--- src/design/eihp_pkg.sv ---
// Shared types and constants for the Ethernet/IPv4/L4 header parser.
`default_nettype none

package eihp_pkg;

  localparam int CFG_W  = 16;   // widest configuration register
  localparam int PAY_W  = 18;   // working width of the payload length sum
  localparam int HOFF_W = 7;    // transport header offset, 14 + 4*15 at most

  localparam logic [15:0] ETHERTYPE_IPV4 = 16'h0800;
  localparam logic [7:0]  PROTO_TCP      = 8'd6;
  localparam logic [7:0]  PROTO_UDP      = 8'd17;
  localparam int          ETH_HDR_BYTES  = 14;
  localparam int          IP_MIN_BYTES   = 20;

  localparam logic [CFG_W-1:0] HTTP_PORT_RST = 16'd80;
  localparam logic [CFG_W-1:0] TLS_PORT_RST  = 16'd443;

  localparam logic signed [PAY_W-1:0] PAY_POS_LIMIT = 18'sd32767;
  localparam logic signed [PAY_W-1:0] PAY_NEG_LIMIT = -18'sd32768;

  // configuration register indexes
  typedef enum logic {
    REG_HTTP_PORT = 1'b0,
    REG_TLS_PORT  = 1'b1
  } cfg_reg_t;

  typedef enum logic [2:0] {
    ST_OK        = 3'd0,
    ST_SHORT_ETH = 3'd1,
    ST_SHORT_IP  = 3'd2,
    ST_NOT_IPV4  = 3'd3,
    ST_SHORT_L4  = 3'd4
  } status_t;

  typedef enum logic [1:0] {
    APP_NONE = 2'd0,
    APP_HTTP = 2'd1,
    APP_TLS  = 2'd2
  } app_class_t;

  typedef struct packed {
    logic [7:0] data_byte;
    logic       last_byte;
  } in_item_t;

  typedef struct packed {
    status_t            status;
    logic [47:0]        dest_mac;
    logic [47:0]        source_mac;
    logic [31:0]        source_ip;
    logic [31:0]        dest_ip;
    logic [7:0]         ip_protocol;
    logic [15:0]        source_port;
    logic [15:0]        dest_port;
    logic [7:0]         tcp_flag_bits;
    logic [15:0]        tcp_window;
    app_class_t         app_class;
    logic signed [15:0] payload_length;
  } out_item_t;

  // header fields gathered over one frame
  typedef struct packed {
    logic [47:0] dest_mac;
    logic [47:0] source_mac;
    logic [15:0] l2_type;
    logic [3:0]  ip_header_words;
    logic [7:0]  protocol;
    logic [31:0] source_ip;
    logic [31:0] dest_ip;
    logic [15:0] source_port;
    logic [15:0] dest_port;
    logic [3:0]  tcp_offset_words;
    logic [7:0]  flags;
    logic [15:0] window;
  } frame_hdr_t;

endpackage

`default_nettype wire

--- src/design/eihp_in_if.sv ---
// Byte channel into the header parser.
`default_nettype none

interface eihp_in_if import eihp_pkg::*; ();
  logic     valid;
  logic     ready;
  in_item_t data;

  modport source (output valid, output data, input ready);
  modport sink (input valid, input data, output ready);
endinterface

`default_nettype wire

--- src/design/eihp_out_if.sv ---
// Result channel out of the header parser.
`default_nettype none

interface eihp_out_if import eihp_pkg::*; ();
  logic      valid;
  logic      ready;
  out_item_t data;

  modport source (output valid, output data, input ready);
  modport sink (input valid, input data, output ready);
endinterface

`default_nettype wire

--- src/design/eihp_capture.sv ---
// Input register, byte counter, header field capture and end-of-frame snapshot.
`default_nettype none

module eihp_capture import eihp_pkg::*; #(
  parameter int MAX_FRAME_BYTES = 16384,
  parameter int CW              = $clog2(MAX_FRAME_BYTES + 1)
) (
  input  wire logic          clk,
  input  wire logic          rst,
  eihp_in_if.sink            frame,
  output logic               snap_valid,
  input  wire logic          snap_ready,
  output logic [CW-1:0]      snap_count,
  output frame_hdr_t         snap_hdr
);

  logic          in_valid;
  in_item_t      in_item;
  logic [CW-1:0] byte_count;
  logic [CW-1:0] byte_count_next;
  frame_hdr_t    hdr;
  frame_hdr_t    hdr_next;

  logic              consume;
  logic              in_adv;
  logic              snap_adv;
  logic              load;
  logic              cap;
  logic [3:0]        ihl_eff;
  logic [CW-1:0]     l4_off;
  logic [CW-1:0]     p;
  logic [7:0]        b;

  assign snap_adv = !snap_valid || snap_ready;
  // a last word waits only if the snapshot cannot move on
  assign consume  = in_valid && (!in_item.last_byte || snap_adv);
  assign in_adv   = !in_valid || consume;
  assign load     = consume && in_item.last_byte;
  assign frame.ready = in_adv;

  assign p   = byte_count;
  assign b   = in_item.data_byte;
  assign cap = consume && (byte_count < CW'(MAX_FRAME_BYTES));
  // IHL taken on this very byte already moves the transport offset
  assign ihl_eff = (p == CW'(ETH_HDR_BYTES)) ? b[3:0] : hdr.ip_header_words;
  assign l4_off  = CW'(ETH_HDR_BYTES) + CW'({ihl_eff, 2'b00});

  always_comb begin
    hdr_next        = hdr;
    byte_count_next = byte_count;
    if (cap) begin
      byte_count_next = byte_count + CW'(1);
      if (p < CW'(6)) begin
        hdr_next.dest_mac = {hdr.dest_mac[39:0], b};
      end else if (p < CW'(12)) begin
        hdr_next.source_mac = {hdr.source_mac[39:0], b};
      end else if (p < CW'(14)) begin
        hdr_next.l2_type = {hdr.l2_type[7:0], b};
      end
      if (p == CW'(14)) begin
        hdr_next.ip_header_words = b[3:0];
      end
      if (p == CW'(23)) begin
        hdr_next.protocol = b;
      end
      if (p inside {[26:29]}) begin
        hdr_next.source_ip = {hdr.source_ip[23:0], b};
      end
      if (p inside {[30:33]}) begin
        hdr_next.dest_ip = {hdr.dest_ip[23:0], b};
      end
      if (p >= l4_off && p < l4_off + CW'(2)) begin
        hdr_next.source_port = {hdr.source_port[7:0], b};
      end
      if (p >= l4_off + CW'(2) && p < l4_off + CW'(4)) begin
        hdr_next.dest_port = {hdr.dest_port[7:0], b};
      end
      if (p == l4_off + CW'(12)) begin
        hdr_next.tcp_offset_words = b[7:4];
      end
      if (p == l4_off + CW'(13)) begin
        hdr_next.flags = b;
      end
      if (p >= l4_off + CW'(14) && p < l4_off + CW'(16)) begin
        hdr_next.window = {hdr.window[7:0], b};
      end
    end
  end

  always_ff @(posedge clk) begin
    if (rst) begin
      in_valid <= 1'b0;
    end else if (in_adv) begin
      in_valid <= frame.valid;
    end
    if (in_adv) begin
      in_item <= frame.data;
    end
  end

  always_ff @(posedge clk) begin
    if (rst) begin
      byte_count <= '0;
      hdr        <= '0;
    end else if (load) begin
      // frame done: clear for the next one
      byte_count <= '0;
      hdr        <= '0;
    end else if (consume) begin
      byte_count <= byte_count_next;
      hdr        <= hdr_next;
    end
  end

  always_ff @(posedge clk) begin
    if (rst) begin
      snap_valid <= 1'b0;
    end else if (snap_adv) begin
      snap_valid <= load;
    end
    if (load) begin
      snap_count <= byte_count_next;
      snap_hdr   <= hdr_next;
    end
  end

endmodule

`default_nettype wire

--- src/design/eihp_result.sv ---
// Status checks, field selection, port classification and the result register.
`default_nettype none

module eihp_result import eihp_pkg::*; #(
  parameter int CW = 15
) (
  input  wire logic             clk,
  input  wire logic             rst,
  input  wire logic             cfg_we,
  input  wire logic             cfg_index,
  input  wire logic [CFG_W-1:0] cfg_data,
  input  wire logic             snap_valid,
  output logic                  snap_ready,
  input  wire logic [CW-1:0]    snap_count,
  input  frame_hdr_t            snap_hdr,
  eihp_out_if.source            result
);

  logic [CFG_W-1:0]         http_port;
  logic [CFG_W-1:0]         tls_port;
  logic                     out_adv;
  out_item_t                item;
  logic [HOFF_W-1:0]        l4_off;
  logic signed [PAY_W-1:0]  pay;
  logic                     is_tcp;
  logic                     is_udp;

  assign out_adv      = !result.valid || result.ready;
  assign snap_ready   = out_adv;

  assign l4_off = HOFF_W'(ETH_HDR_BYTES) + HOFF_W'({snap_hdr.ip_header_words, 2'b00});
  assign is_tcp = snap_hdr.protocol == PROTO_TCP;
  assign is_udp = snap_hdr.protocol == PROTO_UDP;

  always_comb begin
    pay = $signed(PAY_W'(snap_count) - PAY_W'(l4_off));
    if (is_tcp) begin
      pay = pay - $signed(PAY_W'({snap_hdr.tcp_offset_words, 2'b00}));
    end
  end

  always_comb begin
    item = '0;
    if (snap_count < CW'(ETH_HDR_BYTES)) begin
      item.status = ST_SHORT_ETH;
    end else if (snap_count < CW'(ETH_HDR_BYTES + IP_MIN_BYTES)) begin
      item.status = ST_SHORT_IP;
    end else if (snap_hdr.l2_type != ETHERTYPE_IPV4) begin
      item.status = ST_NOT_IPV4;
    end else if (snap_count < CW'(l4_off)) begin
      item.status = ST_SHORT_L4;
    end else begin
      item.status = ST_OK;
    end

    if (item.status != ST_SHORT_ETH) begin
      item.dest_mac   = snap_hdr.dest_mac;
      item.source_mac = snap_hdr.source_mac;
    end
    if (item.status == ST_SHORT_L4 || item.status == ST_OK) begin
      item.source_ip   = snap_hdr.source_ip;
      item.dest_ip     = snap_hdr.dest_ip;
      item.ip_protocol = snap_hdr.protocol;
    end
    if (item.status == ST_OK) begin
      if (is_tcp || is_udp) begin
        item.source_port = snap_hdr.source_port;
        item.dest_port   = snap_hdr.dest_port;
      end
      if (is_tcp) begin
        item.tcp_flag_bits = snap_hdr.flags;
        item.tcp_window    = snap_hdr.window;
        if (snap_hdr.source_port == http_port || snap_hdr.dest_port == http_port) begin
          item.app_class = APP_HTTP;
        end else if (snap_hdr.source_port == tls_port || snap_hdr.dest_port == tls_port) begin
          item.app_class = APP_TLS;
        end
      end
      // clamp to the signed 16-bit range
      if (pay > PAY_POS_LIMIT) begin
        item.payload_length = 16'sh7FFF;
      end else if (pay < PAY_NEG_LIMIT) begin
        item.payload_length = -16'sh8000;
      end else begin
        item.payload_length = pay[15:0];
      end
    end
  end

  always_ff @(posedge clk) begin
    if (rst) begin
      http_port <= HTTP_PORT_RST;
      tls_port  <= TLS_PORT_RST;
    end else if (cfg_we) begin
      case (cfg_reg_t'(cfg_index))
        REG_HTTP_PORT: http_port <= cfg_data;
        REG_TLS_PORT:  tls_port  <= cfg_data;
        default: ;
      endcase
    end
  end

  always_ff @(posedge clk) begin
    if (rst) begin
      result.valid <= 1'b0;
    end else if (out_adv) begin
      result.valid <= snap_valid;
    end
    if (out_adv && snap_valid) begin
      result.data <= item;
    end
  end

endmodule

`default_nettype wire

--- src/design/eth_ipv4_l4_header_parser.sv ---
// Top level of the Ethernet/IPv4/TCP-UDP header parser.
//
//   channel  | dir | handshake     | word
//   ---------+-----+---------------+-------------------------------------------
//   frame    | in  | valid/ready   | data_byte, last_byte
//   result   | out | valid/ready   | status, MACs, IPs, ports, TCP fields, class
//   cfg      | in  | cfg_we only   | cfg_index selects http_port / tls_port
//
// One frame word is taken every cycle, but a last word waits while the
// snapshot register cannot move on. Once the last word is in the input
// register, its result is loaded into the snapshot, then the result register.
// A stalled result holds; frame words keep flowing until a second last word
// finds both the snapshot and the result register full.
// Synchronous reset clears the counter, the captured fields and all valid flags.
`default_nettype none

module eth_ipv4_l4_header_parser import eihp_pkg::*; #(
  parameter int MAX_FRAME_BYTES = 16384
) (
  input  wire logic             clk,
  input  wire logic             rst,
  eihp_in_if.sink               frame,
  eihp_out_if.source            result,
  input  wire logic             cfg_we,
  input  wire logic             cfg_index,
  input  wire logic [CFG_W-1:0] cfg_data
);

  localparam int CW = $clog2(MAX_FRAME_BYTES + 1);

  logic          snap_valid;
  logic          snap_ready;
  logic [CW-1:0] snap_count;
  frame_hdr_t    snap_hdr;

  eihp_capture #(
    .MAX_FRAME_BYTES(MAX_FRAME_BYTES),
    .CW(CW)
  ) u_capture (
    .clk       (clk),
    .rst       (rst),
    .frame     (frame),
    .snap_valid(snap_valid),
    .snap_ready(snap_ready),
    .snap_count(snap_count),
    .snap_hdr  (snap_hdr)
  );

  eihp_result #(
    .CW(CW)
  ) u_result (
    .clk       (clk),
    .rst       (rst),
    .cfg_we    (cfg_we),
    .cfg_index (cfg_index),
    .cfg_data  (cfg_data),
    .snap_valid(snap_valid),
    .snap_ready(snap_ready),
    .snap_count(snap_count),
    .snap_hdr  (snap_hdr),
    .result    (result)
  );

endmodule

`default_nettype wire

--- src/flat_wrapper.sv ---
// flat-port wrapper written by rule: the top's interface ports become plain ports
module eth_ipv4_l4_header_parser_flat import eihp_pkg::*;
#(
  parameter int MAX_FRAME_BYTES = 16384
)
  (clk, rst, cfg_we, cfg_index, cfg_data, frame_valid, frame_data, frame_ready, result_valid, result_data, result_ready);
  eihp_in_if frame_i ();
  eihp_out_if result_i ();
  input  wire logic clk;
  input  wire logic rst;
  input  wire logic cfg_we;
  input  wire logic cfg_index;
  input  wire logic [CFG_W-1:0] cfg_data;
  input wire logic [$bits(frame_i.valid)-1:0] frame_valid;
  input wire logic [$bits(frame_i.data)-1:0] frame_data;
  output wire logic [$bits(frame_i.ready)-1:0] frame_ready;
  output wire logic [$bits(result_i.valid)-1:0] result_valid;
  output wire logic [$bits(result_i.data)-1:0] result_data;
  input wire logic [$bits(result_i.ready)-1:0] result_ready;
  assign frame_i.valid = frame_valid;
  assign frame_i.data = frame_data;
  assign frame_ready = frame_i.ready;
  assign result_valid = result_i.valid;
  assign result_data = result_i.data;
  assign result_i.ready = result_ready;
  eth_ipv4_l4_header_parser #(.MAX_FRAME_BYTES(MAX_FRAME_BYTES)) u_core (.clk(clk), .rst(rst), .frame(frame_i), .result(result_i), .cfg_we(cfg_we), .cfg_index(cfg_index), .cfg_data(cfg_data));
endmodule
--- config.mk ---
export PLATFORM = sky130hd
export DESIGN_NAME = eth_ipv4_l4_header_parser_flat
export DESIGN_NICKNAME = d
export VERILOG_FILES = /design/src/design/eihp_pkg.sv /design/src/design/eihp_in_if.sv /design/src/design/eihp_out_if.sv /design/src/design/eihp_capture.sv /design/src/design/eihp_result.sv /design/src/design/eth_ipv4_l4_header_parser.sv /design/src/flat_wrapper.sv
export SDC_FILE = /design/constraint.sdc
export NUM_CORES = 1
export LEC_CHECK = 0
export BUFFER_PORTS_ARGS = -buffer_cell sky130_fd_sc_hd__buf_2
export CELL_PAD_IN_SITES_DETAIL_PLACEMENT = 0
export CELL_PAD_IN_SITES_GLOBAL_PLACEMENT = 1
export CORE_ASPECT_RATIO = 1.2
export CORE_MARGIN = 1.5
export CORE_UTILIZATION = 50
export DETAILED_ROUTE_END_ITERATION = 8
export GPL_ROUTABILITY_DRIVEN = 0
export HOLD_SLACK_MARGIN = 0.15
export PLACE_DENSITY = 0.92
export SKIP_LAST_GASP = 1
export SYNTH_ARGS = -nofsm -noshare
export SYNTH_HDL_FRONTEND = slang
export SYNTH_SLANG_ARGS = --single-unit
--- constraint.sdc ---
create_clock -name clk -period 36.5 [get_ports clk]
set_input_delay 7.3 -clock clk [delete_from_list [all_inputs] [get_ports clk]]
set_output_delay 7.3 -clock clk [all_outputs]
set_load 0.02 [all_outputs]
# ---- Word-level counts from Yosys, hierarchy flattened
# Cells that the tools add are included.
dict set report word_totals {
  register_bits 815
  latchBits 0
  ram_bits 0
  romBits 0
  in_bits 31
  output_inout_bits 247
  elab_cells 147
  mem_count 0
}
dict set report op_classes {
  n_addsub 11
  multipliers 0
  n_div 0
  n_lt_le_gt_ge 19
  n_eq_ne 13
  shift 0
  muxes 25
  n_bitwise 3
  n_reduce_logical 29
}
# cell count
set op_table {}
lappend op_table {{$mux 248} 1}
lappend op_table {{$mux 16} 6}
lappend op_table {{$mux 48} 2}
lappend op_table {{$eq 16x16->1} 4}
lappend op_table {{$mux 32} 2}
lappend op_table {{$mux 64} 1}
lappend op_table {{$lt 15x4->1 const B} 3}
lappend op_table {{$eq 15x8->1} 2}
lappend op_table {{$ge 15x5->1 const B} 2}
lappend op_table {{$ge 15x8->1} 2}
lappend op_table {{$lt 15x8->1} 2}
lappend op_table {{$mux 15} 2}
lappend op_table {{$add 7x4->8 const B} 3}
lappend op_table {{$gt 18x16->1 const B} 1}
lappend op_table {{$lt 18x16->1 const B} 1}
lappend op_table {{$mux 18} 1}
lappend op_table {{$sub 16x7->17} 1}
lappend op_table {{$mux 8} 2}
lappend op_table {{$ne 16x12->1 const B} 1}
lappend op_table {{$sub 15x7->16} 1}
lappend op_table {{$add 15x1->15 const B} 1}
lappend op_table {{$eq 15x4->1 const B} 1}
lappend op_table {{$eq 15x5->1 const B} 1}
lappend op_table {{$ge 15x7->1} 1}
lappend op_table {{27 further kinds} 56}

# ---- Longest topological paths before layout
dict set report logic_depth {
  word_depth 9
  depth_mapped 22
  depth_no_buf 18
}

# ---- By module
# From an unflattened synthesis, not the netlist that was laid out.
dict set report hier_totals {
  hier_cells 2261
  hier_area_um2 32170.9
}
# module instances cells_each area_each_um2 seq_area_each_um2
set modules_own_cells {}
lappend modules_own_cells {eihp_capture 1 1347 20144.3 13472.9}
lappend modules_own_cells {eihp_result 1 914 12026.5 8017.7}

# ---- Least setup slack after synthesis
# Ideal clock, no wire load.
dict set report synth_path {
  path_kind {input-to-reg}
  start {input result_ready}
  end {register u_core.u_capture.byte_count[0]}
  setup_ns 0.128
  t_arrival_ns 22.219
  required_time_ns 36.372
  slack_ns 14.153
  path_stages 7
  cell_sequence {nor2b_1 > a21oi_1 > or2_2 > clkbuf_1 > clkbuf_1 > clkbuf_1 > nor2b_1}
}
dict set report synth_via {
  elab_chain_cells 6
  word_cells_on_any_way 8
  cone_classes {mux: 1; reduce/logical: 7}
}
# element line
set synth_rtl {}
lappend synth_rtl {{start, declared} flat_wrapper.sv:19} ;# input wire logic [$bits(result_i.ready)-1:0] result_ready;
lappend synth_rtl {{$logic_or 1x1->1} eihp_result.sv:28} ;# assign out_adv = !result.valid || result.ready;
lappend synth_rtl {{$logic_or 1x1->1} eihp_capture.sv:34} ;# assign snap_adv = !snap_valid || snap_ready;
lappend synth_rtl {{$logic_or 1x1->1} eihp_capture.sv:36} ;# assign consume = in_valid && (!in_item.last_byte || snap_adv);
lappend synth_rtl {{$logic_and 1x1->1} eihp_capture.sv:36}
lappend synth_rtl {{$logic_and 1x1->1} eihp_capture.sv:38} ;# assign load = consume && in_item.last_byte;
lappend synth_rtl {{net u_core.u_capture.load} eihp_capture.sv:27} ;# logic load;
lappend synth_rtl {{$reduce_or 2->1 (no source line)} -}
lappend synth_rtl {{end signal, assigned} eihp_capture.sv:110} ;# byte_count <= byte_count_next;
lappend synth_rtl {{end, declared} eihp_capture.sv:19} ;# logic [CW-1:0] byte_count;
# The timed path passes the listed nets, and every way through them passes these cells.
# A chain may end at the register's enable or synchronous reset.

# ---- Worst setup path after layout
dict set report layout_path {
  start {input result_ready}
  end {output frame_ready}
}
dict set report layout_via {
  elab_chain_cells 5
}
# element line
set layout_rtl {}
lappend layout_rtl {{$logic_or 1x1->1} eihp_result.sv:28}
lappend layout_rtl {{$logic_or 1x1->1} eihp_capture.sv:34}
lappend layout_rtl {{$logic_or 1x1->1} eihp_capture.sv:36}
lappend layout_rtl {{$logic_and 1x1->1} eihp_capture.sv:36}
lappend layout_rtl {{$logic_or 1x1->1} eihp_capture.sv:37} ;# assign in_adv = !in_valid || consume;
lappend layout_rtl {{end, declared} flat_wrapper.sv:16} ;# output wire logic [$bits(frame_i.ready)-1:0] frame_ready;
# No other way between the ends.

==> impl_metrics.env <==
export IMPL_postSynthNetCount=2288
export IMPL_vias_per_cell=5.21
export IMPL_detail_route_drc_violations=0
export IMPL_crit_path_end_kind="output port"
export IMPL_maxSlewHeadroom_pct=14.1
export IMPL_grt_antenna_before_repair=5
export IMPL_clock_insertion_delay_worst_skew_ns=0.62
export IMPL_complex_gate_fraction_of_the_synthesized_area_pct=2.11
export IMPL_post_synthesis_instance_total=2218
export IMPL_ys_seq_area_share_pct=68.4
export IMPL_xor_and_xnor_area_share_after_synthesis_pct=2.80
export IMPL_path_category_of_the_worst_min_delay_check="reg2reg"
export IMPL_worst_setup_path_start_kind="input port"
export IMPL_drtAntennaViolNets=0
export IMPL_placement_setup_slack_ns=20.76
export IMPL_yosys_most_used_dff="edfxtp_1"
export IMPL_finalClockSkew_ns=0.0174
export IMPL_post_synthesis_cell_area_um2=31400
export IMPL_post_synth_cell_area_avg_um2=14.2
export IMPL_grt_max_degree=159
export IMPL_hold_viol_final=0
export IMPL_flow_area_growth_from_synthesis_pct=15.7
export IMPL_final_setup_viol_count=0
export IMPL_post_synth_mux_area_share_pct=9.22
export IMPL_core_um2=62100
export IMPL_synth_top_cells_by_count="edfxtp_1 (517), dfxtp_1 (298), nor2b_1 (265), mux2_2 (233), and2_1 (228)"
export IMPL_die_area_um2=64400
export IMPL_synth_enable_flop_cells=517
export IMPL_fin_total_pwr_uw=1880
export IMPL_yosys_top_cells_area="edfxtp_1 (49%), dfxtp_1 (19%), mux2_2 (8.3%)"
export IMPL_critPathCapture="frame_ready"
export IMPL_period_needed_ns=15.75
export IMPL_number_of_slew_limit_violations_in_the_final_report=0
export IMPL_clk_root_buffer_cell="clkbuf_16"
export IMPL_drt_first_pass_iters=5
export IMPL_port_buffers=277
export IMPL_cts_max_level=3
export IMPL_synth_seq_cells=815
export IMPL_setup_worst_path_start="result_ready"
export IMPL_die_y_um=278
export IMPL_route_vias_total=17600
export IMPL_drt_first_iter_violations=982
export IMPL_ctsLongestPathBuffers=3
export IMPL_critical_path_cell_chain="buf_2 -> nor2b_1 -> nand4_1 -> buf_4 -> buf_2"
export IMPL_cp_required_ns=29.20
export IMPL_inserted_clock_buffers=79
export IMPL_r2r_setup_slack_ns=30.53
export IMPL_dp_cells=3224
export IMPL_worstPathArrival_ns=8.45
export IMPL_netlist_cell_type_count=61
export IMPL_cts_repair_timing_setup_buffer_count=0
export IMPL_timing_critical_path_slowest_stage_cell="nor2b_1"
export IMPL_synth_simple_area_share_pct=14.2
export IMPL_cts_sinks=815
export IMPL_n_antenna_cell=0
export IMPL_grt_overflow=0
export IMPL_dominant_combinational_cell_family_by_area_after_synthesis="simple AND/OR/NAND/NOR gates"
export IMPL_clock_transition_at_path_regs_ns=0.06
export IMPL_number_of_global_route_vias_before_repair=18200
export IMPL_cellLeakagePower_uw=0.0137
export IMPL_criticalPathCategory="in2out"
export IMPL_floorplan_initialDensity_pct=50.6
export IMPL_dpl_hpwl_um=42200
export IMPL_cts_hold_buf=0
export IMPL_synthArstFlopShare_pct=0
export IMPL_die_width_um=232
export IMPL_rsz0062_at_grt="false"
export IMPL_max_vdd_ir_drop_mv=0.0444
export IMPL_finalCritPeriodShare_pct=43.2
export IMPL_totalNegativeSetupSlack_ns=0
export IMPL_rr_startpoint="u_core.u_capture.byte_count[5]$_SDFFE_PP0P_"
export IMPL_power_density_nw_per_um2=51.8
export IMPL_synth_area_leader_cell="edfxtp_1"
export IMPL_max_cap_violations=0
export IMPL_cp_max_fo=11
export IMPL_adder_cell_fraction_of_synth_area_pct=1.60
export IMPL_layout_drive_gt1_share_pct=26.6
export IMPL_io_pins=278
export IMPL_post_synth_top_count_cell="edfxtp_1"
export IMPL_final_cell_count_no_fill=3371
export IMPL_worst_r2r_path_depth=17
export IMPL_critPathMostFrequentCell="buf_2"
export IMPL_maximum_clock_frequency_mhz=63.5
export IMPL_critical_path_reg2reg_endpoint="u_core.u_capture.hdr[12]$_SDFFE_PP0P_"
export IMPL_worst_slack_ns=20.75
export IMPL_std_cell_rows=100
export IMPL_cpPeakStageDelay_ns=0.45
export IMPL_grt_total_usage_pct=20.4
export IMPL_yosys_warnings=0
export IMPL_number_of_nets_in_the_layout=2559
export IMPL_synthDominantCellAreaShare_pct=49.4
export IMPL_wl_per_cell_um=19.5
export IMPL_tritoncts="built"
export IMPL_hold_ws_ns=0.502
export IMPL_routed_wirelength_um=65600
export IMPL_tightestPinTransition_ns=1.29
export IMPL_grt_pass1_wl_um=102000
export IMPL_outcome="completed"
export IMPL_cts_repair_resize_count=0
power by group:
group	total (uW)	switching [uW]	leakage, uW	internal (uW)
clock	831	344	0.00130	487
sequential	995	8.60	0.00738	986
combinational	55.6	38.5	0.00507	17.1
total	1880	391	0.0137	1490
how the worst min path moves through the flow:
| stage | from | endpoint | slack (ns) | depth (start not counted) |
|---|---|---|---|---|
| final | u_core.u_result.tls_port[6]$_SDFFE_PP0P_ | u_core.u_result.tls_port[6]$_SDFFE_PP0P_ | 0.50 | 2 |
| after global routing | u_core.u_result.tls_port[6]$_SDFFE_PP0P_ | u_core.u_result.tls_port[6]$_SDFFE_PP0P_ | 0.52 | 2 |
| after CTS | u_core.u_result.http_port[11]$_SDFFE_PP0P_ | u_core.u_result.http_port[11]$_SDFFE_PP0P_ | 0.50 | 2 |
| after detailed placement | u_core.u_result.http_port[9]$_SDFFE_PP0P_ | u_core.u_result.http_port[9]$_SDFFE_PP0P_ | 0.49 | 2 |
| after global placement | u_core.u_result.http_port[5]$_SDFFE_PP0P_ | u_core.u_result.http_port[5]$_SDFFE_PP0P_ | 0.48 | 2 |
| after floorplan | u_core.u_result.http_port[0]$_SDFFE_PP0P_ | u_core.u_result.http_port[0]$_SDFFE_PP0P_ | 0.47 | 2 |
sequential cells by signal (all words and copies together), names as in the netlist:
register / flops
u_core.u_capture.b: 8
u_core.u_capture.byte_count: 15
u_core.u_capture.hdr: 248
u_core.u_capture.in_item: 1
u_core.u_capture.in_valid: 1
u_core.u_capture.snap_count: 15
u_core.u_capture.snap_hdr: 248
u_core.u_capture.snap_valid: 1
u_core.u_result.http_port: 16
u_core.u_result.result.data: 245
u_core.u_result.result.valid: 1
u_core.u_result.tls_port: 16
per-stage QoR:
| stage | cell area (um^2) | util (%) |
|---|---|---|
| 3_5_place_dp | 33700 | 54.2 |
| 6_report | 36400 | 58.6 |
| 5_1_grt | 36400 | 58.6 |
| 4_1_cts | 36400 | 58.6 |
| 3_3_place_gp | 33700 | 54.2 |
| 2_1_floorplan | 31400 | - |
layer usage:
layer  track usage (%)  up-vias  wire [um]
met3              4.11      110       3080
li1                  -     8322          -
met4              6.64        4       1700
met2              35.1      373      33400
met5                 0        -         29
met1              25.7     8755      27300
cells in the final DEF (no fill, tap or decap), types with 5 or more instances in the layout:
cell,count
nor2b_1,264
or4_1,5
and2b_1,8
clkinv_2,7
and2_1,228
a21boi_0,5
a21oi_1,44
dfxtp_1,298
nand3b_1,15
mux2_1,5
nand2_1,102
clkbuf_16,82
bufinv_16,7
nand2b_1,12
ha_1,37
clkbuf_1,19
clkinvlp_4,7
or3_1,5
inv_1,29
edfxtp_1,517
nand3_1,9
nand4_1,27
o21ai_0,25
mux2_2,233
xor2_1,11
a21o_1,5
clkinv_1,5
buf_2,277
mux2_4,8
buf_4,20
mux2i_1,6
clkbuf_8,10
nor2_1,41
nor4_1,13
xnor2_1,87
nor3_1,14
final cells by class:
class                           instances  area [um^2]
Clock inverter                         36          438
Inverter                               30          113
Tap cell                              816         1020
Timing Repair Buffer                  298         1560
Sequential cell                       815        21500
Clock buffer                          111         2260
Multi-Input combinational cell       1265         9480
Fill cell                            4906        25700
critical path, delay by kind of cell:
kind | cells | cell delay (ns)
simple gates | 2 | 0.62
buf+inv | 3 | 0.53
cell families (layout without fill, tap and decap cells):
kind of cell	Yosys count	count (layout)
DFF	815	815
and+or+nand+nor	765	765
muxes	254	254
buffers and inverters	138	475
AOI/OAI and AO/OA	108	108
xor gates and xnor gates	99	99
adders and majority gates	39	39
Note: power is estimated with default switching activity, not from simulation.
